File: config.mk
export PLATFORM = sky130hd
export DESIGN_NAME = tfm_match_unit
export DESIGN_NICKNAME = d
export VERILOG_FILES = /design/src/design/tfm_pkg.sv /design/src/design/tfm_match_unit.sv
export SDC_FILE = /design/constraint.sdc
export NUM_CORES = 1
export LEC_CHECK = 0
export ABC_CLOCK_PERIOD_IN_PS = 2900
export BUFFER_PORTS_ARGS = -buffer_cell sky130_fd_sc_hd__buf_4
export CAP_MARGIN = 0
export CORE_ASPECT_RATIO = 0.7
export CORE_UTILIZATION = 45
export DETAILED_ROUTE_END_ITERATION = 6
export PLACE_DENSITY = 0.94
export SETUP_SLACK_MARGIN = 0.4
export SLEW_MARGIN = 20
export SYNTH_ARGS = -nofsm -noshare
export SYNTH_HDL_FRONTEND = slang
export SYNTH_SLANG_ARGS = --single-unit
File: constraint.sdc
create_clock -name vclk -period 2.9
set_input_delay 0.58 -clock vclk [all_inputs]
set_output_delay 0.58 -clock vclk [all_outputs]
set_load 0.05 [all_outputs]
File: src/design/tfm_pkg.sv
// ----------------------------------------------------------------------------
// tfm_pkg
// Types, sizes and operation codes shared by the traffic rule classifier.
// ----------------------------------------------------------------------------
package tfm_pkg;

  localparam int RULES_PER_LIST = 32;
  localparam int LIST_COUNT     = 3;

  localparam int POS_W     = (RULES_PER_LIST > 1) ? $clog2(RULES_PER_LIST) : 1;
  localparam int FILL_W    = $clog2(RULES_PER_LIST + 1);
  localparam int LIST_W    = (LIST_COUNT > 1) ? $clog2(LIST_COUNT) : 1;
  localparam int MEM_AW    = LIST_W + POS_W;
  localparam int MEM_DEPTH = LIST_COUNT * (2 ** POS_W);

  localparam int OP_W      = 2;
  localparam int LID_W     = 2;
  localparam int INDEX_W   = 5;
  localparam int OCT_W     = 3;
  localparam int MAX_OCTETS = 4;

  typedef enum logic [OP_W-1:0] {
    OP_CLASSIFY = 2'd0,
    OP_ADD      = 2'd1,
    OP_CLEAR    = 2'd2,
    OP_NONE     = 2'd3
  } op_t;

  typedef struct packed {
    logic [7:0]       proto;
    logic             any_proto;
    logic [15:0]      port_lo;
    logic [15:0]      port_hi;
    logic [31:0]      bound_lo;
    logic [31:0]      bound_hi;
    logic [OCT_W-1:0] octets;
  } rule_t;

  typedef struct packed {
    logic [7:0]  proto;
    logic [31:0] addr;
    logic [15:0] port;
  } pkt_t;

  typedef struct packed {
    logic              en;
    logic [MEM_AW-1:0] addr;
    rule_t             data;
  } mem_wr_t;

  function automatic logic [INDEX_W-1:0] to_index(input logic [POS_W-1:0] pos);
    logic [POS_W+INDEX_W-1:0] ext;
    ext = {{INDEX_W{1'b0}}, pos};
    return ext[INDEX_W-1:0];
  endfunction

endpackage

File: src/design/tfm_match_unit.sv
// ----------------------------------------------------------------------------
// tfm_match_unit
// Compares one stored rule against the packet held for the current search.
// ----------------------------------------------------------------------------
module tfm_match_unit (
  input  tfm_pkg::rule_t rule,
  input  tfm_pkg::pkt_t  pkt,
  output logic           hit
);
  import tfm_pkg::*;

  logic [MAX_OCTETS-1:0] octet_ok;
  logic                  proto_ok;
  logic                  port_ok;

  always_comb begin
    logic [7:0] a_oct;
    logic [7:0] lo_oct;
    logic [7:0] hi_oct;
    for (int k = 0; k < MAX_OCTETS; k++) begin
      a_oct  = pkt.addr[31 - 8*k -: 8];
      lo_oct = rule.bound_lo[31 - 8*k -: 8];
      hi_oct = rule.bound_hi[31 - 8*k -: 8];
      octet_ok[k] = (OCT_W'(k) >= rule.octets) || ((a_oct >= lo_oct) && (a_oct <= hi_oct));
    end
    proto_ok = rule.any_proto || (rule.proto == pkt.proto);
    port_ok  = (pkt.port >= rule.port_lo) && (pkt.port <= rule.port_hi);
    hit      = proto_ok && port_ok && (&octet_ok);
  end

endmodule

Word level (Yosys, flattened, before mapping)
Index checks and enable logic that the tools add are counted.

operators by class
  $lt $le $gt $ge = 14
  equal/unequal tests = 1
  reduce and logical (&&, ||, !) cells = 13

operators by type and width
  cell                                                                  number
  8-bit >= comparator                                                   4
  8-bit less-or-equal comparator                                        4
  16-bit >= comparator                                                  1
  16-bit less-or-equal comparator                                       1
  8-bit == test                                                         1
  1-bit logical AND                                                     7
  1-bit by 3-bit >= comparator with 1-bit output, first input constant  2
  2-bit by 3-bit >= comparator with 1-bit output, first input constant  2
  1-bit logical OR                                                      5
  4-bit AND reduction                                                   1

word-level totals
  register bits = 0
  bits of input ports = 164
  output and inout port bits = 1
  word-level logic and storage cells = 28

Longest topological paths before layout
Gate-level depths: netlist of run 1.

  word-level depth = 5
  gate-level depth with buffers = 8

Worst setup path after synthesis of run 1
OpenSTA, ideal clock, no wires.

  kind = input port to output port
  start point = in rule[50] (netlist bit)
  end point = out hit
  arrival = 2,599 ps
  data required time = 2,320 ps
  path slack = -279 ps
  stages on the path = 7
  path buffers = 0
  cell sequence = inv_1 > ha_1 > nand4_1 > o311a_1 > nor3_2 > o221ai_2 > nor4_2

on the way
  longest elaborated chain between the ends = 5

RTL lines
  what                 line                  RTL
  start, declared      tfm_match_unit.sv:6   input tfm_pkg::rule_t rule,
  8-bit >= comparator  tfm_match_unit.sv:24  octet_ok[k] = (OCT_W'(k) >= rule.octets) || ((a_oct >= lo_oct) && (a_oct <= hi_oct));
  1-bit logical AND    tfm_match_unit.sv:24
  1-bit logical OR     tfm_match_unit.sv:24
  4-bit AND reduction  tfm_match_unit.sv:28  hit = proto_ok && port_ok && (&octet_ok);
  1-bit logical AND    tfm_match_unit.sv:28
  end, declared        tfm_match_unit.sv:8   output logic hit

No other way between the ends.

Worst setup path in the final report of run 1
  start point = in pkt[24] (netlist bit)
  end point = out hit

on the way
  longest elaborated chain between the ends = 5
  elaborated cells between the ends (all ways) = 6

RTL lines
  what                                                                          line                  RTL
  start, declared                                                               tfm_match_unit.sv:7   input tfm_pkg::pkt_t pkt,
  8-bit >= comparator / 8-bit less-or-equal comparator (equally long branches)  tfm_match_unit.sv:24
  1-bit logical AND (*)                                                         tfm_match_unit.sv:24
  1-bit logical OR (*)                                                          tfm_match_unit.sv:24
  4-bit AND reduction (*)                                                       tfm_match_unit.sv:28
  1-bit logical AND (*)                                                         tfm_match_unit.sv:28

Mark *: on every way between the ends. The rest lies on a longest branch, timed or not.

==> results of run 1 <==
==> worst min-delay path, stage by stage <==
cell	delay, ps
buf_4	90
nand2_1	70
o221ai_2	200
nor4_4	60
buf_6	150
==> area by class of cell <==
class | instances | area (µm²) | share of cell area, %
multi-input combinational | 243 | 2180 | 56.34
inverter | 95 | 356.6 | 9.217
tap | 72 | 90.09 | 2.329
timing repair buffer | 165 | 1242 | 32.12
==> worst max-delay path by stage <==
stage | startpoint | endpoint | cells after the start
floorplan | rule[50] | hit | 7
global placement | pkt[31] | hit | 8
detailed placement | pkt[24] | hit | 10
CTS | pkt[24] | hit | 10
global route | rule[68] | hit | 10
finish | pkt[24] | hit | 10
==> logic make-up after synthesis <==
kind of cell,count (synthesis),share of synthesized area (%)
xor gates and xnor gates,8,2.817
and+or+nand+nor,61,13.73
adders and majority gates,96,48.29
buffers and inverters,95,14.34
AOI/OAI and AO/OA,78,20.83
==> cells in the final DEF, fill, tap and decap left out, types with 2 or more instances in the layout <==
cell type	instances
a211oi_1	6
nand2b_1	3
buf_4	164
nand3_1	7
nand2_1	11
a21oi_1	30
nand4_1	15
nor2_1	8
inv_1	95
o211ai_1	4
o21ai_0	10
o221ai_1	2
xor2_1	8
a21o_1	10
a211o_1	2
ha_1	95
o2111ai_1	4
nor2b_1	7
nor4_1	2
==> power by group through the flow <==
| stage | sequential [W] | clock (W) | combinational [W] |
|---|---|---|---|
| final | 0 | 0 | 0.000500 |
| after global routing | 0 | 0 | 0.000564 |
| after CTS | 0 | 0 | 0.000498 |
| after detailed placement | 0 | 0 | 0.000489 |
| after global placement | 0 | 0 | 0.000467 |
| after floorplan | 0 | 0 | 0.000242 |
==> stage by stage <==
stage / hold WS [ps] / area, µm² / std cells
5_1_grt: 1755 / 3869 / 575
2_1_floorplan: 1465 / 2496 / 338
3_5_place_dp: 1741 / 3825 / 575
4_1_cts: 1707 / 3855 / 575
6_report: 1729 / 3869 / 575
3_3_place_gp: 1731 / 3825 / 575
==> layer usage <==
layer	vias up	GRT usage [%]	routed length [µm]
met1	1264	26.91	2983
met3	12	2.619	442
li1	1520	-	-
met4	0	3.175	89
met5	-	0	0
met2	111	46.88	3546
==> timing repair <==
action,in CTS,in global routing
pin swaps,0,1
hold endpoints to repair,0,0
hold buffers,0,0
setup endpoints to repair,1,1
gates resized for setup,4,2
==> results.json, run 1 <==
{
  "finalHoldViolCount": 0,
  "overflow": 0,
  "p_leak_nw": 2.351,
  "worstMarginPinSlew_ps": 414.0,
  "syn-num-nets": 598,
  "cp-end-kind": "output pin",
  "yosysMostFrequentCell": "ha_1",
  "min_to": "hit",
  "grt_first_pass_wirelength_um": 11530,
  "slowest_delay_ps": 330,
  "syn-cell-area_um2": 2487,
  "crit_type": "input pin to output pin",
  "slew_headroom_pct": 71.69,
  "final_layout_size_suffix_gt1_share_pct": 34.39,
  "nClkBuffers": 0,
  "portBuffers": 165,
  "combPwrFrac_pct": 100.0,
  "ys_warn_count": 0,
  "ys_types": 34,
  "synth_commonest_cells": "ha_1, inv_1, a21oi_1, nand4_1, nand2_1",
  "slowest_stage": "o311a_1",
  "setup_ws_ps": 9.373,
  "ir_drop_v": 0.00006719,
  "totalWireLength_um": 7061,
  "core-area_um2": 5285,
  "route.detailed.drc": 0,
  "power_w": 0.0004999,
  "fin_tns_setup_ps": 0,
  "grt_use_total_pct": 23.30,
  "p_seq_share_pct": 0,
  "switching_share_pct": 42.59,
  "syn_to_final_growth_pct": 55.53,
  "dp_hpwl_um": 6616,
  "n_sequential_cell": 0,
  "cp-start-kind": "input pin",
  "max_freq_ghz": 0.3459,
  "hp-class": "input pin to output pin",
  "vias_per_cell": 5.056,
  "crit_buf_inv": 3,
  "antenna_found_initial": 0,
  "synthTopCellsByArea": "ha_1, inv_1, a21oi_1",
  "power.internal_w": 0.0002870,
  "start_util_pct": 47.06,
  "rsz0062_at_grt": "true",
  "post_drt_wl_per_cell_um": 12.28,
  "power_switching_w": 0.0002129,
  "crit_fanout": 2,
  "postCtsSetupRepairBufs": 0,
  "grt_pass1_vias": 2897,
  "rows": 22,
  "place_congestion": 0.8869,
  "seq_area_frac_synth_pct": 0,
  "path_cells": "buf_4 > inv_1 > ha_1 > nand2b_4 > a31oi_2 > o311a_1 > nor3_4 > o221ai_2 > nor4_4 > buf_6",
  "setup_viol": 0,
  "min_from": "rule[0]",
  "yosysTopAreaCell": "ha_1",
  "final_util_pct": 73.20,
  "holdPathStages": 5,
  "filler_cell_count": 403,
  "seq_area_um2": 0,
  "max-cap-violations": 0,
  "vias": 2907,
  "syn_area_per_cell_um2": 7.359,
  "netlist_instances": 338,
  "ant_nets": 0,
  "status": "finished, final reports clean",
  "drt-pass1-iter-count": 4,
  "die_area_um2": 5834,
  "diodes": 0,
  "slew_viol_final": 0,
  "grt_max_degree": 6,
  "cp.arrival_ps": 2310,
  "power_frac_clock_pct": 0,
  "drt_iter0_markers": 57,
  "cellPowerDensity_nw_per_um2": 129.2,
  "yosys.area.top_type_share_pct": 48.29,
  "die_h_um": 64.21,
  "ios": 165,
  "pre_cts_ws_ps": -91.75,
  "timing.final.crit_share_pct": 99.68,
  "die_x_um": 90.86,
  "cp.required_ps": 2320,
  "min_period_ps": 2891,
  "fin_nets": 765,
  "path_delay_family": "simple AND/OR/NAND/NOR gates"
}
Power figures use the tool's default switching activity.
==> run 2, diff against run 1 <==
--- a/config.mk
+++ b/config.mk
@@ -8,7 +8,7 @@
 export ABC_CLOCK_PERIOD_IN_PS = 2900
 export BUFFER_PORTS_ARGS = -buffer_cell sky130_fd_sc_hd__buf_4
 export CAP_MARGIN = 0
-export CORE_ASPECT_RATIO = 0.7
+export CORE_ASPECT_RATIO = 0.6
 export CORE_UTILIZATION = 45
 export DETAILED_ROUTE_END_ITERATION = 6
 export PLACE_DENSITY = 0.94
==> run 2 against run 1 <==
The flow now finishes with violations (DRC, setup timing). Cell count down 0.87%. Core utilization is 1.8 points higher. Setup slack got worse by 26 ps. Die area barely moved. Non-clock buffer count rose by 1. Routed wire length grew 3.4%. Global-route usage increased by 1.1 points. Sequential cell count stayed put. Combinational power is 2% higher. Largest cell class unchanged. Critical path type unchanged. Final area rose by 0.36%. Sequential share of layout area is the same.
==> results.json, run 2 (synthesized netlist as in run 1, its figures left out) <==
{
  "filler_cell_count": 368,
  "max-cap-violations": 0,
  "min_period_ps": 2917,
  "grt_first_pass_wirelength_um": 11810,
  "final_common_cell": "buf_4",
  "drt-pass1-iter-count": 7,
  "drt_iter0_markers": 81,
  "power_w": 0.0005088,
  "cp-start-kind": "input pin",
  "start_util_pct": 48.02,
  "nClkBuffers": 0,
  "vias": 2890,
  "worstMarginPinSlew_ps": 433.9,
  "layout_common_cells": "buf_4, inv_1, ha_1, a21oi_1, nand4_1",
  "grt_use_total_pct": 24.38,
  "die_h_um": 59.59,
  "seq_area_um2": 0,
  "ios": 165,
  "final_util_pct": 74.95,
  "die_x_um": 97.98,
  "final_layout_size_suffix_gt1_share_pct": 34.92,
  "fin_nets": 766,
  "slew_headroom_pct": 70.32,
  "stdcell_count": 570,
  "setup_viol": 1,
  "pre_cts_ws_ps": -67.12,
  "rsz0062_at_grt": "true",
  "crit_type": "input pin to output pin",
  "failed_checks": "DRC, setup timing",
  "cp-end-kind": "output pin",
  "cellPowerDensity_nw_per_um2": 131.1,
  "place_inst": 570,
  "crit_fanout": 2,
  "grt_max_degree": 6,
  "syn_to_final_growth_pct": 56.09,
  "core-area_um2": 5180,
  "finalHoldViolCount": 0,
  "place_congestion": 0.8655,
  "antenna_found_initial": 0,
  "cp.required_ps": 2320,
  "grt_pass1_vias": 2863,
  "diodes": 0,
  "slew_viol_final": 0,
  "p_leak_nw": 2.350,
  "setup_ws_ps": -17.11,
  "totalWireLength_um": 7301,
  "cp.arrival_ps": 2340,
  "hp-class": "input pin to output pin",
  "rows": 20,
  "ir_drop_v": 0.00007876,
  "max_freq_ghz": 0.3428,
  "overflow": 0,
  "route.detailed.drc": 12,
  "status": "complete, but fails checks",
  "postCtsSetupRepairBufs": 0,
  "timing.final.crit_share_pct": 100.6,
  "n_sequential_cell": 0,
  "die_area_um2": 5839,
  "vias_per_cell": 5.070,
  "portBuffers": 165,
  "post_drt_wl_per_cell_um": 12.81,
  "dp_hpwl_um": 6833,
  "ant_nets": 0
}
## run 2: power by group
part	internal (W)	leakage, nW	switching (W)
clock	0	0	0
combinational	0.000290	2.35	0.000218
sequential	0	0	0
## run 2: worst max-delay path: stages
cell      delay [ps]
buf_4             70
inv_1             40
ha_1             260
nand2b_1         100
a31oi_1           90
o311a_1          330
nor3_4           240
o221ai_2         150
nor4_4           280
buf_6            200
## run 2: layer usage
layer | GRT usage (%) | vias to the layer above | part of all wire [%]
li1 | - | 1518 | -
met1 | 27.90 | 1265 | 41
met2 | 50.80 | 98 | 52
met3 | 2.476 | 9 | 5.9
met4 | 3.030 | 0 | 1.0
met5 | 0 | - | 0
## run 2: per-stage QoR
step | hold WS (ps) | instance area [µm²] | setup TNS (ps)
floorplan | 1465 | 2496 | 0
global placement | 1703 | 3825 | -26.21
detailed placement | 1729 | 3825 | -67.12
CTS | 1697 | 3835 | -6.848
global route | 1766 | 3882 | -116.5
finish | 1725 | 3882 | -17.11
## run 2: path summary, 6_finish.rpt
path / from / end / slack (ps) / depth (start not counted)
worst max-delay path: pkt[24] / hit / -20 / 10
worst min-delay path: rule[0] / hit / 1720 / 5
## run 2: cell type report
| class | count | area, µm² | area share, % |
|---|---|---|---|
| Timing Repair Buffer | 166 | 1250 | 32.19 |
| Multi-Input combinational cell | 243 | 2193 | 56.49 |
| Tap cell | 66 | 82.58 | 2.127 |
| Inverter | 95 | 356.6 | 9.185 |
## run 2: what timing repair did
action,4_1_cts,5_1_grt
endpoints found under the setup margin,1,1
hold buffers,0,0
pin swaps,0,2
cloned,0,0
resized for setup,2,6
==> run 3, diff against run 2 <==
==> constraint.sdc (replaced) <==
create_clock -name vclk -period 2.9
set_input_delay 0.145 -clock vclk [all_inputs]
set_output_delay 0.145 -clock vclk [all_outputs]
set_load 0.05 [all_outputs]
==> run 3 against run 2 <==
The run ends with DRC left. Global-route usage decreased by 0.80 points. Clock-buffer cell count unchanged. Fmax increased by 40%. Largest cell class unchanged. Largest power group unchanged.
==> results.json, run 3 (synthesized netlist as in run 1, its figures left out) <==
{
  "status": "complete, but fails checks",
  "failed_checks": "DRC",
  "slew_viol_final": 0,
  "power_w": 0.0004894,
  "path_cells": "buf_4 > ha_1 > nand4_1 > o311a_1 > nor3_2 > o221ai_2 > nor4_2 > buf_4",
  "seq_area_um2": 0,
  "min_from": "rule[0]",
  "fin_tns_setup_ps": 0,
  "totalWireLength_um": 7024,
  "rsz0062_at_grt": "false",
  "post_drt_wl_per_cell_um": 12.34,
  "antenna_found_initial": 0,
  "place_inst": 569,
  "fin_nets": 765,
  "drt-pass1-iter-count": 7,
  "die_area_um2": 5839,
  "met2_usage_pct": 49.80,
  "min_to": "hit",
  "min_period_ps": 2090,
  "final_layout_size_suffix_gt1_share_pct": 33.60,
  "start_util_pct": 48.02,
  "crit_type": "input pin to output pin",
  "ant_nets": 0,
  "cp-start-kind": "input pin",
  "crit_fanout": 3,
  "ctsHoldBuffers": 0,
  "max_freq_ghz": 0.4784,
  "place_congestion": 0.8249,
  "placedInstanceArea_um2": 3809,
  "dp_hpwl_um": 6676,
  "postCtsSetupRepairBufs": 0,
  "filler_cell_count": 401,
  "cp-end-kind": "output pin",
  "slowest_stage": "o311a_1",
  "grt_pass1_vias": 2864,
  "ir_drop_v": 0.00007194,
  "multi_input_comb_area_um2": 2131,
  "path_delay_family": "simple AND/OR/NAND/NOR gates",
  "finalHoldViolCount": 0,
  "max-cap-violations": 0,
  "nClkBuffers": 0,
  "die_x_um": 97.98,
  "overflow": 0,
  "grt_use_total_pct": 23.58,
  "met1_usage_pct": 26.36,
  "layout_common_cells": "buf_4, ha_1, inv_1, a21oi_1, nand4_1",
  "n_sequential_cell": 0,
  "cellPowerDensity_nw_per_um2": 128.5,
  "final_area_um2": 3809,
  "crit_buf_inv": 2,
  "cp_common_cell": "buf_4",
  "core-area_um2": 5180,
  "vias_per_cell": 5.137,
  "grt_max_degree": 6,
  "cp.arrival_ps": 1950,
  "vias": 2923,
  "route.detailed.drc": 12,
  "worstMarginPinSlew_ps": 515.3,
  "hp-class": "input pin to output pin",
  "portBuffers": 165,
  "stdcell_count": 569,
  "final_common_cell": "buf_4",
  "die_h_um": 59.59,
  "cp.required_ps": 2760,
  "setup_viol": 0,
  "slew_headroom_pct": 64.76,
  "timing.final.crit_share_pct": 72.09,
  "grt_first_pass_wirelength_um": 11360,
  "use_met3_pct": 2.241,
  "ios": 165,
  "rows": 20,
  "cts_resized": 0,
  "slowest_delay_ps": 360,
  "p_leak_nw": 2.343,
  "grt-busiest-layer": "met2",
  "diodes": 0,
  "drt_iter0_markers": 52,
  "syn_to_final_growth_pct": 53.12,
  "holdPathStages": 5
}
==> run 3: changes by cell type in the layout (fill, tap and decap cells not counted), sizes merged <==
| cell | previous run | this run |
|---|---|---|
| buf | 166 | 165 |
==> run 3: worst max path at each step <==
stage / startpoint / end / slack, ps / cells past startpoint
floorplan: rule[50] / hit / 590 / 7
detailed placement: pkt[31] / hit / 820 / 8
CTS: pkt[31] / hit / 820 / 8
finish: pkt[31] / hit / 810 / 8
global route: pkt[26] / hit / 690 / 9
global placement: pkt[31] / hit / 860 / 8
==> run 3: report_power, final <==
part           switching, W  internal (W)
clock                     0             0
combinational      0.000207      0.000282
sequential                0             0
==> run 3: routing by layer <==
layer	share of wire [%]	wire length (µm)
met1	41	2914
met2	50	3545
met3	6.7	471
met4	1.3	93
met5	0	0
==> run 3: worst min-delay path, delay by kind of cell <==
kind / cells / cell delay [ps]
AND/OR/NAND/NOR: 2 / 110
AO/OA/AOI/OAI: 1 / 140
buffers and inverters: 2 / 260
==> run 3: cell type report <==
type	instances	share of cell area [%]
Multi-Input combinational cell	243	55.95
Timing Repair Buffer	165	32.52
Inverter	95	9.363
Tap cell	66	2.168
==> run 3: metrics by stage <==
step | utilization, % | hold WS, ps | setup WS [ps]
2_1_floorplan | - | 583.2 | 590.7
3_3_place_gp | 73.53 | 789.8 | 863.2
3_5_place_dp | 73.53 | 804.1 | 821.5
4_1_cts | 73.53 | 804.2 | 815.0
5_1_grt | 73.53 | 842.6 | 688.3
6_report | 73.53 | 802.1 | 809.5
